==> src/hdl/fhcs_pkg.sv <==
// Shared constants, codes and controller/datapath bundles for the first-hit collider search.
package fhcs_pkg;

  localparam int MAX_ENTRIES = 64;
  localparam int IDX_W       = $clog2(MAX_ENTRIES);
  localparam int CNT_W       = $clog2(MAX_ENTRIES + 1);

  // field widths
  localparam int ACT_W   = 2;
  localparam int SLOT_W  = 6;
  localparam int POS_W   = 16;
  localparam int LEN_W   = 15;
  localparam int HIDX_W  = 6;
  localparam int CFG_IDX_W  = 1;
  localparam int CFG_DATA_W = 7;

  // table entry layouts: circle {x, y, r}, rectangle {x, y, w, h}
  localparam int CIRC_W = 2 * POS_W + LEN_W;
  localparam int RECT_W = 2 * POS_W + 2 * LEN_W;

  // action codes
  localparam logic [ACT_W-1:0] ACT_WR_CIRC  = 2'd0;
  localparam logic [ACT_W-1:0] ACT_WR_RECT  = 2'd1;
  localparam logic [ACT_W-1:0] ACT_QRY_CIRC = 2'd2;
  localparam logic [ACT_W-1:0] ACT_QRY_RECT = 2'd3;

  // configuration register indexes
  localparam logic [CFG_IDX_W-1:0] REG_CIRCLE_COUNT = 1'b0;
  localparam logic [CFG_IDX_W-1:0] REG_RECT_COUNT   = 1'b1;

  typedef struct packed {
    logic             clear;      // drop previous search result
    logic             start;      // latch query circle and table select
    logic             kind_rect;  // query targets rectangle table
    logic             wr_circ;
    logic             wr_rect;
    logic             rd;         // issue one table read
    logic [IDX_W-1:0] rd_addr;
    logic             load_out;   // move search result into output register
  } ctrl_cmd_t;

  typedef struct packed {
    logic found;  // an overlap has been recorded
    logic busy;   // reads still in the compare pipeline
  } dp_status_t;

endpackage

==> src/hdl/fhcs_ctrl.sv <==
// Controller: count registers, item sequencing, scan address counter, result handshake.
module fhcs_ctrl (
  input  logic                                clk,
  input  logic                                rst,
  input  logic                                req_valid,
  output logic                                req_ready,
  input  logic [fhcs_pkg::ACT_W-1:0]          action,
  input  logic                                cfg_valid,
  output logic                                cfg_ready,
  input  logic [fhcs_pkg::CFG_IDX_W-1:0]      cfg_index,
  input  logic [fhcs_pkg::CFG_DATA_W-1:0]     cfg_data,
  output logic                                rsp_valid,
  input  logic                                rsp_ready,
  input  fhcs_pkg::dp_status_t                st,
  output fhcs_pkg::ctrl_cmd_t                 cmd
);

  localparam logic [1:0] ST_IDLE = 2'd0;
  localparam logic [1:0] ST_SCAN = 2'd1;
  localparam logic [1:0] ST_DONE = 2'd2;

  logic [1:0]                      state, state_next;
  logic [fhcs_pkg::CNT_W-1:0]      circle_count, rect_count;
  logic [fhcs_pkg::CNT_W-1:0]      scan_len, scan_len_next;
  logic [fhcs_pkg::CNT_W-1:0]      cnt, cnt_next;
  logic                            rsp_valid_next;
  logic                            accept;
  logic                            out_free;
  logic [fhcs_pkg::CNT_W-1:0]      sel_count;
  logic [fhcs_pkg::CNT_W-1:0]      clamp_count;

  assign req_ready = (state == ST_IDLE);
  assign cfg_ready = 1'b1;
  assign accept    = req_valid && req_ready;
  assign out_free  = !rsp_valid || rsp_ready;

  always_ff @(posedge clk) begin
    if (rst) begin
      circle_count <= '0;
      rect_count   <= '0;
    end else if (cfg_valid) begin
      unique case (cfg_index)
        fhcs_pkg::REG_CIRCLE_COUNT: circle_count <= cfg_data;
        fhcs_pkg::REG_RECT_COUNT:   rect_count   <= cfg_data;
        default: ;
      endcase
    end
  end

  assign sel_count = (action == fhcs_pkg::ACT_QRY_RECT) ? rect_count : circle_count;
  assign clamp_count = (sel_count > fhcs_pkg::CNT_W'(fhcs_pkg::MAX_ENTRIES))
                     ? fhcs_pkg::CNT_W'(fhcs_pkg::MAX_ENTRIES) : sel_count;

  always_comb begin
    state_next     = state;
    scan_len_next  = scan_len;
    cnt_next       = cnt;
    rsp_valid_next = rsp_valid && !rsp_ready;
    cmd            = '0;
    cmd.rd_addr    = cnt[fhcs_pkg::IDX_W-1:0];
    cmd.kind_rect  = (action == fhcs_pkg::ACT_QRY_RECT);

    unique case (state)
      ST_IDLE: begin
        if (accept) begin
          cmd.clear = 1'b1;
          unique case (action)
            fhcs_pkg::ACT_WR_CIRC: begin
              cmd.wr_circ = 1'b1;
              state_next  = ST_DONE;
            end
            fhcs_pkg::ACT_WR_RECT: begin
              cmd.wr_rect = 1'b1;
              state_next  = ST_DONE;
            end
            default: begin
              cmd.start     = 1'b1;
              scan_len_next = clamp_count;
              cnt_next      = '0;
              state_next    = ST_SCAN;
            end
          endcase
        end
      end
      ST_SCAN: begin
        cmd.rd = (cnt < scan_len) && !st.found;
        if (cmd.rd) begin
          cnt_next = cnt + fhcs_pkg::CNT_W'(1);
        end else if (!st.busy) begin
          state_next = ST_DONE;
        end
      end
      ST_DONE: begin
        if (out_free) begin
          cmd.load_out   = 1'b1;
          rsp_valid_next = 1'b1;
          state_next     = ST_IDLE;
        end
      end
      default: state_next = ST_IDLE;
    endcase
  end

  always_ff @(posedge clk) begin
    if (rst) begin
      state     <= ST_IDLE;
      rsp_valid <= 1'b0;
      cnt       <= '0;
      scan_len  <= '0;
    end else begin
      state     <= state_next;
      rsp_valid <= rsp_valid_next;
      cnt       <= cnt_next;
      scan_len  <= scan_len_next;
    end
  end

endmodule

==> config.mk <==
export PLATFORM = sky130hd
export DESIGN_NAME = fhcs_ctrl
export DESIGN_NICKNAME = d
export VERILOG_FILES = /design/src/hdl/fhcs_pkg.sv /design/src/hdl/fhcs_ctrl.sv
export SDC_FILE = /design/constraint.sdc
export NUM_CORES = 1
export LEC_CHECK = 0
export BUFFER_PORTS_ARGS = -buffer_cell sky130_fd_sc_hd__buf_2
export CAP_MARGIN = 15
export CORE_MARGIN = 2
export CORE_UTILIZATION = 30
export DETAILED_ROUTE_END_ITERATION = 8
export HOLD_SLACK_MARGIN = 0.06
export SLEW_MARGIN = 20
export SYNTH_ARGS = -nofsm -noshare
export SYNTH_HDL_FRONTEND = slang
export SYNTH_SLANG_ARGS = --single-unit
export TNS_END_PERCENT = 1
==> constraint.sdc <==
create_clock -name clk -period 2.5 [get_ports clk]
set_input_delay 0.125 -clock clk [delete_from_list [all_inputs] [get_ports clk]]
set_output_delay 0.125 -clock clk [all_outputs]
set_load 0.05 [all_outputs]
# Word-level counts from Yosys, hierarchy flattened
# Index checks and enable logic that the tools add are counted.
# totals
reg_bits,31
in_bits,17
out_inout_bits,16
elab_cells,61
# op_classes
addsub,1
n_lt_le_gt_ge,2
eq_ne,10
muxes,24
bitwise,2
n_reduce_logical,16
# op_table
cell,n
7-bit two-way mux,5
2-bit two-way mux,9
7-bit case mux with 2 select lines,1
"2-bit inequality test, second input constant",5
1-bit two-way mux,8
4-bit AND reduction,2
"7-bit by 1-bit adder with 7-bit output, second input constant",1
"7-bit greater-than comparator, second input constant",1
7-bit less-than comparator,1
2-bit case mux with 3 select lines,1
"2-bit by 1-bit == test with 1-bit output, second input constant",2
"2-bit == test, second input constant",2
2-bit logical NOT,2
2-bit AND reduction,2
1-bit logical AND,3
1-bit logical NOT,3
3-bit AND reduction,1
"2-bit by 1-bit inequality test with 1-bit output, second input constant",1
1-bit NOT,2
2-bit nonzero test,1
2-bit OR reduction,1
1-bit logical OR,1

# Logic depth before layout (Yosys ltp)
# depth
depth_word,5
depth_mapped,8
depth_no_buf,7

# Least setup slack after synthesis
# Ideal clock, no wire load.
# synth_timing
path_type,reg2out
startpoint,reg state[0]
endpoint,out cmd[8] (netlist name)
arrival_ps,2087
required_time_ps,2375
path_slack_ps,288
stages_incl_launch_ff,5
path_buffers,1
cell_sequence,dfxtp_1 buf_2 nor2_4 nand2_1 nor3b_1
# synth_rtl
item,line_no,source
"start, declared",fhcs_ctrl.sv:22,"logic [1:0] state, state_next;"
"start signal, assigned",fhcs_ctrl.sv:111,state <= state_next;
"end, declared",fhcs_ctrl.sv:15,output fhcs_pkg::ctrl_cmd_t cmd

==> flow_metrics.tcl <==
set metrics [dict create \
    status "finished clean" \
    seqPwrFrac 0.436 \
    syn_area_mm2 0.00168 \
    crit_chain "ha_1, and4_1, o21ai_0, o211ai_2, inv_1, buf_2" \
    final-hold-violation-count 0 \
    p_clk_frac 0.415 \
    clock_path_buffers 2 \
    fin_crit_sh 0.877 \
    rr_startpoint "cnt[4]" \
    yosysUniqueCellTypes 43 \
    via_count 1393 \
    chipHeight_um 78.7 \
    setup_viol_count_final 0 \
    htree_levels 2 \
    antenna_found_initial 0 \
    yosys-top-cells-area "dfxtp_1 37%, mux2i_1 7.2%, ha_1 5.2%" \
    wl_mm 3.41 \
    yosysTopAreaCell "dfxtp_1" \
    ys.warnings.count 0 \
    syn_area_per_cell_um2 8.59 \
    p_switching_mw 0.326 \
    clock_sinks 31 \
    crit_path_start_kind "flip-flop" \
    crit_type "flip-flop to output port" \
    overflow 0 \
    drive_gt1_frac 0.225 \
    post_cts_buffers 0 \
    fin_worst_skew_ns 0.00342 \
    dpl_cell_area_mm2 0.00182 \
    fp.dieArea_mm2 0.00620 \
    finalCriticalPeriod_ns 2.19 \
    grt_pass1_wl_mm 6.00 \
    crit_fanout 13 \
    peakVddDrop_v 0.000325 \
    arrival_ns 2.07 \
    critPathSlowestCell "o211ai_2" \
    rsz0062_at_grt "false" \
    drc 0 \
    die_w_um 78.7 \
    fin_setup_tns_ns 0 \
    ant_nets 0 \
    endpoint_kind "output port" \
    rr_worst_depth 6 \
    grt_max_degree 27 \
    hp-class "input pin to flip-flop" \
    grt_pass1_vias 1344 \
    critPathMaxStageDelay_ns 0.49 \
    portBuffers 31 \
    via_per_inst 4.80 \
    clk_pin_slew_ns 0.06 \
    ys_ff_latch 31 \
    cts_made_buffers 5 \
    gp_congestion 0.793 \
    cp-endpoint "cmd[7]" \
    cts_tree "yes" \
    critical_path_required_ns 2.38 \
    max_cap_viol_count 0 \
    intPower_mw 0.900 \
    root_buffer "clkbuf_8" \
    power.density_mw_per_mm2 635 \
    async_reset_ff_frac 0 \
    initial_core_util 0.308 \
    relSlewSlack 0.654 \
    hold_buffers 0 \
    final_nets 241 \
    critPathLaunch "cnt[5]" \
    rows 27 \
    yosysSeqAreaShare 0.370 \
    wl_per_cell_um 11.8 \
    syn-instance-count 195 \
    dp_hpwl_mm 2.62 \
    core_area_mm2 0.00544 \
    drv_slew 0 \
    syn_nets 219 \
    insertedDiodeCount 0 \
    leakage_nw 0.877 \
    comb_power_share 0.148 \
    yosys.area.top_type_share 0.370 \
    r2r_slack_ns 0.47 \
    yosysMostFrequentCell "dfxtp_1" \
    ios 33 \
    cts_resized 0 \
    r2r_end "cnt[6]" \
    fmax_mhz 456 \
    clk_latency_ns 0.28 \
    p_sw_frac 0.266 \
    synth_edf_count 0 \
    worstMarginPinSlew_ns 0.518 \
    final_util 0.355 \
    track_usage 0.124 \
    synthFlopType "dfxtp_1" \
    drt-pass1-iter-count 4 \
    drt-initial-drc-count 50 \
    fin_area_mm2 0.00193 \
    synth_common_cells "31 x dfxtp_1, 17 x nor2_1, 16 x nand2_1" \
    syn2layout_area_growth_pct 15.4 \
]
## worst min-delay path by stage
stage / start / endpoint / slack, ns / depth (start not counted)
floorplan: cfg_data[0] / circle_count[0] / 0.27 / 2
global placement: cfg_data[1] / circle_count[1] / 0.37 / 3
detailed placement: cfg_data[1] / circle_count[1] / 0.38 / 3
CTS: cfg_data[1] / circle_count[1] / 0.08 / 3
global route: cfg_data[1] / circle_count[1] / 0.09 / 3
finish: cfg_data[2] / circle_count[2] / 0.09 / 3
## flip-flops by register name, indices dropped and copies added, names as in the netlist
register,count
circle_count,7
cnt,7
rect_count,7
rsp_valid,1
scan_len,7
state,2
## cells by family after synthesis
kind of cell,after synthesis,synth area share
other cells,1,0.00224
buf+inv,27,0.0881
fa+ha+maj,7,0.0523
simple gates,80,0.262
compound gates,37,0.153
mux,12,0.0717
flops,31,0.370
## area by class of cell
class / instances / area, um^2
Clock buffer: 6 / 82.6
Clock inverter: 2 / 35.0
Fill cell: 581 / 3510
Inverter: 11 / 42.5
Multi-Input combinational cell: 137 / 907
Sequential cell: 31 / 621
Tap cell: 72 / 90.1
Timing Repair Buffer: 31 / 155
## routing by layer
layer  track usage  vias to the layer above  wire length, um
met3        0.0500                        8              190
met2         0.193                       29             1510
li1              -                      724                -
met5             0                        -                0
met1         0.152                      632             1640
met4        0.0509                        0               65
## worst max-delay path: cells and delay by family (launching register included)
family | cells | cell delay (ns)
compound gates | 2 | 0.62
buf+inv | 2 | 0.29
flops | 1 | 0.37
fa+ha+maj | 1 | 0.33
simple gates | 1 | 0.17
## power by group through the flow
stage / Combinational [mW] / Clock (mW) / Sequential [mW]
after floorplan: 0.151 / 0 / 0.538
after global placement: 0.183 / 0 / 0.546
after detailed placement: 0.183 / 0 / 0.547
after CTS: 0.184 / 0.531 / 0.536
final: 0.182 / 0.509 / 0.535
after global routing: 0.202 / 0.556 / 0.539
## cells in the final DEF, fill, tap and decap left out, drive strengths merged, types with 2 or more instances in the layout
cell type	n
a211o	5
a211oi	2
a21oi	14
a311oi	2
and3	4
buf	31
clkbuf	6
clkinv	2
dfxtp	31
ha	7
inv	10
mux2i	12
nand2	16
nand2b	4
nand3	13
nand3b	4
nor2	18
nor2b	2
nor3	3
nor3b	2
nor4	6
o211ai	2
o21ai	6
or2	3
## metrics by stage
step / setup slack, ns / power (mW) / cells / hold WS (ns)
global placement: 0.539 / 0.729 / 282 / 0.372
CTS: 0.290 / 1.25 / 290 / 0.0753
finish: 0.308 / 1.23 / 290 / 0.0873
detailed placement: 0.479 / 0.730 / 282 / 0.382
floorplan: 0.288 / 0.689 / 195 / 0.269
global route: 0.113 / 1.30 / 290 / 0.0901
(Power assumes the default switching activity.)
